$ cat src/hw/rtl/envp_pkg.sv
`timescale 1ns / 1ps
// Package for the envelope header parser: item types, header layout constants
// and the queue entry passed from the front end to the back end. No dependencies.
package envp_pkg;

  localparam int unsigned HDR_LEN       = 17;
  localparam int unsigned HDR_POS_W     = 5;
  localparam int unsigned VER_POS       = 4;
  localparam int unsigned REV_FIRST_POS = 5;
  localparam int unsigned REV_LAST_POS  = 12;

  localparam logic [7:0] MAGIC_0     = 8'h58; // 'X'
  localparam logic [7:0] MAGIC_1     = 8'h4E; // 'N'
  localparam logic [7:0] MAGIC_2     = 8'h53; // 'S'
  localparam logic [7:0] MAGIC_3     = 8'h50; // 'P'
  localparam logic [7:0] VERSION_ONE = 8'h01;

  localparam logic [31:0] MAX_PAYLOAD_RESET = 32'd65536;

  localparam int unsigned PAY_CNT_W = 33;

  localparam int unsigned FIFO_DEPTH = 2;
  localparam int unsigned FIFO_AW    = $clog2(FIFO_DEPTH);

  typedef struct packed {
    logic [7:0] in_byte;
    logic       in_last;
  } envp_in_t;

  typedef struct packed {
    logic [7:0]  payload_byte;
    logic        payload_valid;
    logic        frame_done;
    logic        corrupt;
    logic [63:0] revision_out;
  } envp_out_t;

  // One classified byte on its way to the back end.
  typedef struct packed {
    logic [7:0]           data;
    logic                 payload;
    logic                 last;
    logic                 hdr_bad;
    logic [63:0]          revision;
    logic [31:0]          length;
    logic [PAY_CNT_W-1:0] pay_count;
  } envp_entry_t;

endpackage

$ cat src/hw/rtl/envp_front.sv
`timescale 1ns / 1ps
// Front end of the envelope header parser: accepts bytes, checks and decodes
// the header and classifies each byte into a queue entry. Uses envp_pkg.
module envp_front (
  input  logic                 clk,
  input  logic                 rst,
  input  logic                 byte_valid,
  input  envp_pkg::envp_in_t   byte_item,
  input  logic                 q_full,
  output logic                 byte_stall,
  output logic                 q_push,
  output envp_pkg::envp_entry_t q_data
);
  import envp_pkg::*;

  logic [HDR_POS_W-1:0] hdr_pos;
  logic [HDR_POS_W-1:0] hdr_pos_next;
  logic                 header_bad;
  logic                 header_bad_next;
  logic [63:0]          revision_acc;
  logic [63:0]          revision_acc_next;
  logic [31:0]          length_acc;
  logic [31:0]          length_acc_next;
  logic [PAY_CNT_W-1:0] pay_cnt;
  logic [PAY_CNT_W-1:0] pay_cnt_next;
  logic                 accept;
  logic                 is_payload;
  logic                 is_short;
  logic [7:0]           b;

  assign byte_stall = q_full;
  assign accept     = byte_valid && !q_full;
  assign b          = byte_item.in_byte;
  assign is_payload = (hdr_pos == HDR_POS_W'(HDR_LEN));
  // A header byte that ends the envelope leaves it short unless it is the
  // final header byte.
  assign is_short   = !is_payload && (hdr_pos != HDR_POS_W'(HDR_LEN - 1));

  always_comb begin
    header_bad_next   = header_bad;
    revision_acc_next = revision_acc;
    length_acc_next   = length_acc;
    hdr_pos_next      = hdr_pos;
    pay_cnt_next      = pay_cnt;
    if (is_payload) begin
      // Bit 32 set means at least 2^32 payload bytes; the count sticks there.
      if (!pay_cnt[PAY_CNT_W-1]) begin
        pay_cnt_next = pay_cnt + PAY_CNT_W'(1);
      end
    end else begin
      hdr_pos_next = hdr_pos + HDR_POS_W'(1);
      priority if (hdr_pos == HDR_POS_W'(0)) begin
        if (b != MAGIC_0) header_bad_next = 1'b1;
      end else if (hdr_pos == HDR_POS_W'(1)) begin
        if (b != MAGIC_1) header_bad_next = 1'b1;
      end else if (hdr_pos == HDR_POS_W'(2)) begin
        if (b != MAGIC_2) header_bad_next = 1'b1;
      end else if (hdr_pos == HDR_POS_W'(3)) begin
        if (b != MAGIC_3) header_bad_next = 1'b1;
      end else if (hdr_pos == HDR_POS_W'(VER_POS)) begin
        if (b != VERSION_ONE) header_bad_next = 1'b1;
      end else if (hdr_pos <= HDR_POS_W'(REV_LAST_POS)) begin
        revision_acc_next = {revision_acc[55:0], b};
      end else begin
        length_acc_next = {length_acc[23:0], b};
      end
    end
  end

  always_comb begin
    q_push           = accept && (is_payload || byte_item.in_last);
    q_data.data      = is_payload ? b : 8'd0;
    q_data.payload   = is_payload;
    q_data.last      = byte_item.in_last;
    q_data.hdr_bad   = header_bad_next || is_short;
    q_data.revision  = revision_acc_next;
    q_data.length    = length_acc_next;
    q_data.pay_count = is_payload ? pay_cnt_next : '0;
  end

  always_ff @(posedge clk) begin
    if (rst) begin
      hdr_pos      <= '0;
      header_bad   <= 1'b0;
      revision_acc <= '0;
      length_acc   <= '0;
      pay_cnt      <= '0;
    end else if (accept) begin
      if (byte_item.in_last) begin
        hdr_pos      <= '0;
        header_bad   <= 1'b0;
        revision_acc <= '0;
        length_acc   <= '0;
        pay_cnt      <= '0;
      end else begin
        hdr_pos      <= hdr_pos_next;
        header_bad   <= header_bad_next;
        revision_acc <= revision_acc_next;
        length_acc   <= length_acc_next;
        pay_cnt      <= pay_cnt_next;
      end
    end
  end

  a_pos_range: assert property (@(posedge clk) disable iff (rst)
    hdr_pos <= HDR_POS_W'(HDR_LEN))
    else $error("header position ran past the header length");

  a_last_clears: assert property (@(posedge clk) disable iff (rst)
    accept && byte_item.in_last |=> hdr_pos == '0 && pay_cnt == '0)
    else $error("envelope state not cleared after the last byte");

endmodule

$ cat src/hw/rtl/envp_fifo.sv
`timescale 1ns / 1ps
// Short queue between the front and back ends of the envelope header parser.
// Holds classified entries; uses envp_pkg for the entry type and depth.
module envp_fifo (
  input  logic                  clk,
  input  logic                  rst,
  input  logic                  push,
  input  envp_pkg::envp_entry_t push_data,
  input  logic                  pop,
  output logic                  full,
  output logic                  not_empty,
  output envp_pkg::envp_entry_t pop_data
);
  import envp_pkg::*;

  envp_entry_t        mem [FIFO_DEPTH];
  logic [FIFO_AW-1:0] wr_ptr;
  logic [FIFO_AW-1:0] rd_ptr;
  logic [FIFO_AW:0]   count;
  logic               do_push;
  logic               do_pop;

  assign full      = (count == (FIFO_AW + 1)'(FIFO_DEPTH));
  assign not_empty = (count != '0);
  assign pop_data  = mem[rd_ptr];
  assign do_push   = push && !full;
  assign do_pop    = pop && not_empty;

  always_ff @(posedge clk) begin
    if (do_push) begin
      mem[wr_ptr] <= push_data;
    end
  end

  always_ff @(posedge clk) begin
    if (rst) begin
      wr_ptr <= '0;
      rd_ptr <= '0;
      count  <= '0;
    end else begin
      if (do_push) wr_ptr <= wr_ptr + FIFO_AW'(1);
      if (do_pop)  rd_ptr <= rd_ptr + FIFO_AW'(1);
      unique case ({do_push, do_pop})
        2'b10:   count <= count + (FIFO_AW + 1)'(1);
        2'b01:   count <= count - (FIFO_AW + 1)'(1);
        default: count <= count;
      endcase
    end
  end

  a_count_range: assert property (@(posedge clk) disable iff (rst)
    count <= (FIFO_AW + 1)'(FIFO_DEPTH))
    else $error("queue count exceeds its depth");

  a_no_lost_push: assert property (@(posedge clk) disable iff (rst)
    push && full && !pop |=> full)
    else $error("queue lost its fill level after a refused push");

endmodule

$ cat src/hw/rtl/envp_back.sv
`timescale 1ns / 1ps
// Back end of the envelope header parser: holds the payload limit register,
// judges finished envelopes and drives the output register. Uses envp_pkg.
module envp_back (
  input  logic                  clk,
  input  logic                  rst,
  input  logic                  cfg_we,
  input  logic [31:0]           cfg_wdata,
  input  logic                  q_not_empty,
  input  envp_pkg::envp_entry_t q_data,
  output logic                  q_pop,
  input  logic                  result_stall,
  output logic                  result_valid,
  output envp_pkg::envp_out_t   result_item
);
  import envp_pkg::*;

  logic [31:0] max_payload;
  logic        corrupt_calc;
  envp_out_t   result_next;

  assign q_pop = q_not_empty && (!result_valid || !result_stall);

  always_comb begin
    corrupt_calc = q_data.hdr_bad
                || (q_data.revision == 64'd0)
                || (q_data.pay_count != {1'b0, q_data.length})
                || (q_data.pay_count > {1'b0, max_payload});
    result_next.payload_byte  = q_data.data;
    result_next.payload_valid = q_data.payload;
    result_next.frame_done    = q_data.last;
    result_next.corrupt       = q_data.last && corrupt_calc;
    result_next.revision_out  = q_data.last ? q_data.revision : 64'd0;
  end

  always_ff @(posedge clk) begin
    if (rst) begin
      max_payload <= MAX_PAYLOAD_RESET;
    end else if (cfg_we) begin
      max_payload <= cfg_wdata;
    end
  end

  always_ff @(posedge clk) begin
    if (rst) begin
      result_valid <= 1'b0;
    end else if (q_pop) begin
      result_valid <= 1'b1;
    end else if (!result_stall) begin
      result_valid <= 1'b0;
    end
  end

  always_ff @(posedge clk) begin
    if (q_pop) begin
      result_item <= result_next;
    end
  end

  a_mid_frame_clean: assert property (@(posedge clk) disable iff (rst)
    result_valid && !result_item.frame_done |->
      !result_item.corrupt && result_item.revision_out == 64'd0)
    else $error("mid-envelope item carries a verdict or revision");

endmodule

$ cat src/hw/rtl/envelope_header_parser.sv
`timescale 1ns / 1ps
// Top level of the envelope header parser: front end, queue and back end.
// Depends on envp_pkg, envp_front, envp_fifo and envp_back.
//
//   channel   direction   handshake                  payload
//   byte      in          byte_valid / byte_stall    byte_item   (envp_in_t)
//   result    out         result_valid / result_stall result_item (envp_out_t)
//   cfg       in          cfg_we                     cfg_wdata   (max payload bytes)
//
// One byte item is taken every cycle while the two-entry queue has room.
// An accepted byte is written into the queue and then loaded from it into the
// output register, where it is presented as a result. Header bytes other
// than a last byte make no result.
// Reset is synchronous and clears the envelope state, the queue and the output valid.
// A stalled result holds in the output register; the queue absorbs two more items
// before byte_stall rises, so the front end keeps running while the consumer waits.
module envelope_header_parser (
  input  logic                 clk,
  input  logic                 rst,
  input  logic                 byte_valid,
  output logic                 byte_stall,
  input  envp_pkg::envp_in_t   byte_item,
  output logic                 result_valid,
  input  logic                 result_stall,
  output envp_pkg::envp_out_t  result_item,
  input  logic                 cfg_we,
  input  logic [31:0]          cfg_wdata
);
  import envp_pkg::*;

  // Classified entries travel from the front end through the queue.
  envp_entry_t front_entry;
  envp_entry_t back_entry;
  logic        q_push;
  logic        q_pop;
  logic        q_full;
  logic        q_not_empty;

  // The front end walks the 17 header bytes, checks the magic and version,
  // shifts in the revision and length, and counts payload bytes. It pushes
  // an entry for every payload byte and for the last byte of an envelope.
  envp_front u_front (
    .clk        (clk),
    .rst        (rst),
    .byte_valid (byte_valid),
    .byte_item  (byte_item),
    .q_full     (q_full),
    .byte_stall (byte_stall),
    .q_push     (q_push),
    .q_data     (front_entry)
  );

  // The queue decouples the two halves so that a stalled consumer does not
  // stop byte intake at once.
  envp_fifo u_fifo (
    .clk       (clk),
    .rst       (rst),
    .push      (q_push),
    .push_data (front_entry),
    .pop       (q_pop),
    .full      (q_full),
    .not_empty (q_not_empty),
    .pop_data  (back_entry)
  );

  // The back end makes the final verdict on the last byte: a bad header,
  // a short envelope, a zero revision, a length mismatch or a payload over
  // the configured limit all mark the envelope corrupt.
  envp_back u_back (
    .clk          (clk),
    .rst          (rst),
    .cfg_we       (cfg_we),
    .cfg_wdata    (cfg_wdata),
    .q_not_empty  (q_not_empty),
    .q_data       (back_entry),
    .q_pop        (q_pop),
    .result_stall (result_stall),
    .result_valid (result_valid),
    .result_item  (result_item)
  );

endmodule
$ cat config.mk
export PLATFORM = sky130hd
export DESIGN_NAME = envelope_header_parser
export DESIGN_NICKNAME = d
export VERILOG_FILES = /design/src/hw/rtl/envp_pkg.sv /design/src/hw/rtl/envp_front.sv /design/src/hw/rtl/envp_fifo.sv /design/src/hw/rtl/envp_back.sv /design/src/hw/rtl/envelope_header_parser.sv
export SDC_FILE = /design/constraint.sdc
export NUM_CORES = 1
export LEC_CHECK = 0
export BUFFER_PORTS_ARGS = -buffer_cell sky130_fd_sc_hd__buf_2
export CAP_MARGIN = 20
export CELL_PAD_IN_SITES_DETAIL_PLACEMENT = 1
export CELL_PAD_IN_SITES_GLOBAL_PLACEMENT = 2
export CORE_AREA = 3 3 230 232
export DETAILED_ROUTE_END_ITERATION = 12
export DIE_AREA = 0 0 233 235
export PLACE_DENSITY_LB_ADDON = 0.08
export SLEW_MARGIN = 20
export SYNTH_ARGS = -nofsm -noshare
export SYNTH_HDL_FRONTEND = slang
export SYNTH_HIERARCHICAL = 1
export SYNTH_SLANG_ARGS = --single-unit
$ cat constraint.sdc
create_clock -name clk -period 19.17 [get_ports clk]
set_input_delay 1.917 -clock clk [delete_from_list [all_inputs] [get_ports clk]]
set_output_delay 1.917 -clock clk [all_outputs]
set_load 0.03 [all_outputs]
==> flow_summary.toml <==
[status]
status = "finished, final reports clean"

[synth]
synth_area_per_cell_um2 = 12.9
yosysUniqueCellTypes = 66
ys_seq_elements = 528
synth-simple-area-share_pct = 10.6
syn_inst = 1769
synth_xor_area_share_pct = 2.61
synth_edf_count = 355
synth-compound-area-share_pct = 8.25
synth_adder_area_share_pct = 2.08
synth_top_family_by_area = "multiplexers"
synth_seq_area_share_pct = 61.8
synthesis.area_um2 = 22800
yosys_warnings = 6
synth_ff_type = "edfxtp_1"
async_flop_share_pct = 0
muxShareOfSynthArea_pct = 11.6
synth_nets = 1853

[layout]
antenna_cells = 0
final.fill_count = 5173
stdcell_area_um2 = 25900
final_util_pct = 50.6
layout-drive-gt1-share_pct = 24.1
area_growth_pct = 13.5
nets = 1944

[timing]
period_minus_slack_ns = 4.32
worst_slew_pin_slew_ns = 0.995
fin_ws_ns = 14.85
drv_slew = 0
relSlewSlack_pct = 33.2
setup_tns_ns = 0
finalCritPeriodShare_pct = 22.5
rsz0062_at_grt = "no"
finalClockSkew_ns = 0.0168
max_freq_mhz = 232
setup_viol = 0
hold_viol = 0

[grt]
use_met1_pct = 32.6
grt_pass1_wl_mm = 87.6
gr-usage-met2_pct = 30.4
grt_usage_pct = 20.7
use_met3_pct = 2.51
grt_pass1_vias = 14418
grt-busiest-layer = "met1"
grt_max_degree = 80
grt-ovfl-total = 0
grt_antenna_before_repair = 1

[setup_path]
required_ns = 19.50
cp_max_fo = 54
path_class = "reg2reg"
critPathCaptureType = "flip-flop"
arrival_ns = 4.65
worstSetupStartpointType = "flip-flop"

[power_and_ir_drop]
p_total_mw = 2.89
ir_drop_v = 0.0000795
powerDensity_nw_per_um2 = 112
leakage_nw = 9.23

[route]
via_count = 14179
viasPerCell = 5.48
post-route-drc-count = 0
antenna_left = 0
drtPass1Iterations = 5
routed_wl_mm = 57.2
routedWlPerCell_um = 22.1
first_iter_violations = 941

[placement]
dp_hpwl_mm = 37.4
placed_cell_area_um2 = 23900
finalWeightedCongestion = 0.780
post-place-ws_ns = 14.02
port_buffers = 122

[clock_network]
htreeDepth = 2
clock_latency_ns = 0.62
post_cts_resized = 0
cts-root-buf = "clkbuf_16"
clk_path_buf_depth = 3
cts_tree = "done"
ctsHoldBuffers = 0
cts_sinks = 528
path_clk_slew_ns = 0.06
cts-buffers-inserted = 57
postCtsSetupBuffers = 0

[floorplan]
die_h_um = 235
dieArea_um2 = 54800
start_util_pct = 44.6
coreArea_um2 = 51200
die_w_um = 233
top_level_ports = 123
rows = 83

[hold_path]
hold_class = "reg2reg"

[run]
drv_cap = 0
==> worst max-delay path: stages (launching register included) <==
cell,delay [ns]
dfxtp_4,0.74
buf_4,0.76
buf_4,0.65
mux2_2,0.46
ha_1,0.32
and4_1,0.26
nand4_1,0.18
o31a_1,0.33
o311ai_1,0.09
a41oi_2,0.14
==> layout make-up <==
| cell class | instances | area [um2] | area share (%) |
|---|---|---|---|
| Clock buffer | 69 | 1500 | 5.79 |
| Clock inverter | 38 | 412 | 1.59 |
| Inverter | 50 | 193 | 0.743 |
| Multi-Input combinational cell | 1084 | 8060 | 31.1 |
| Sequential cell | 528 | 14100 | 54.5 |
| Tap cell | 680 | 851 | 3.28 |
| Timing Repair Buffer | 139 | 781 | 3.01 |
==> logic make-up after synthesis <==
kind of cell / after synthesis
flops: 528
simple gates: 454
compound gates: 286
mux: 238
buf+inv: 157
xor+xnor: 68
fa+ha+maj: 38
==> where the power goes <==
| group | switching (mW) | leakage, nW | total [mW] | internal [mW] |
|---|---|---|---|---|
| combinational | 0.289 | 3.65 | 0.433 | 0.144 |
| clock | 0.468 | 0.924 | 1.11 | 0.645 |
| sequential | 0.0296 | 4.65 | 1.35 | 1.32 |
==> flip-flops by register name (all words and copies together), names as in the netlist, named ones only <==
name and count:
u_front/revision_acc 64, u_front/hdr_pos 5, u_back/result_valid 1, u_back/max_payload 32, u_back/result_item 75, u_front/length_acc 32, u_fifo/count 2, u_front/header_bad 1
u_front/pay_cnt 33, u_fifo/rd_ptr 1, u_fifo/wr_ptr 1, u_fifo/mem 280
==> worst paths after layout <==
| kind | start | endpoint | slack (ns) | cells after the start |
|---|---|---|---|---|
| worst max-delay path | flip-flop | u_back/result_item[64] | 14.85 | 9 |
| worst min-delay path | u_front/length_acc[28] | u_front/length_acc[28] | 0.45 | 2 |
| worst max register to register | flip-flop | u_back/result_item[64] | 14.85 | 9 |
| worst min register to register | u_front/length_acc[28] | u_front/length_acc[28] | 0.45 | 2 |
==> cell usage in the layout, fill, tap and decap left out, types with 4 or more instances in the layout <==
cell	instances
a21o_1	34
a21oi_1	71
a22o_1	64
a22oi_1	7
a31oi_1	6
a41oi_1	4
and2_1	75
and3_1	6
and4_1	7
buf_2	121
buf_4	16
bufinv_16	6
clkbuf_1	9
clkbuf_16	57
clkinv_1	9
clkinv_2	8
clkinv_4	5
clkinvlp_4	4
dfxtp_1	172
edfxtp_1	355
ha_1	38
inv_1	48
inv_6	4
mux2_2	203
mux2i_1	34
nand2_1	95
nand2b_1	6
nand3_1	43
nand4_1	28
nor2_1	101
nor3_1	14
nor4_1	25
nor4_4	4
o211ai_1	4
o21ai_0	72
or3_1	21
xnor2_1	29
xor2_1	39
==> synth_stat cells, types with 3 or more instances <==
cell type  instances  area share, %
nor4_4             4           0.37
a211oi_1           3          0.099
mux2_2           204             10
clkbuf_1          62            1.0
nor2_1           102            1.7
xor2_1            39            1.5
a41oi_1            4           0.15
dfxtp_1          173             15
clkbuf_2           3          0.066
buf_6              3           0.15
or3_1             21           0.58
nand2_1           95            1.6
and3_1             7           0.19
a31oi_1            6           0.16
nand3_1           43           0.94
and2_1            75            2.1
nor3_1            14           0.31
o21ai_0           72            1.6
nand4bb_1          3           0.15
nand2b_1           6           0.16
xnor2_1           29            1.1
a22oi_1            7           0.23
o211ai_1           4           0.13
buf_4             15           0.49
buf_1              7           0.12
mux2i_1           34            1.5
and4_1             7           0.27
nand4b_1           3           0.12
inv_1             49           0.81
edfxtp_1         355             47
nand4_1           28           0.77
a21oi_1           71            1.6
a21o_1            37            1.2
ha_1              38            2.1
nor4_1            25           0.68
a22o_1            64            2.5
buf_2             17           0.37
==> metal layers <==
layer / wire, um / share of wire (%)
met1: 29100 / 51
met2: 25100 / 44
met3: 1970 / 3.4
met4: 969 / 1.7
met5: 0 / 0
==> per-stage QoR <==
step,std cells,hold slack (ns)
floorplan,1769,0.428
global placement,2479,0.434
detailed placement,2479,0.443
CTS,2586,0.453
global route,2588,0.472
finish,2588,0.452
No activity file was read; power rests on OpenSTA's default activity.
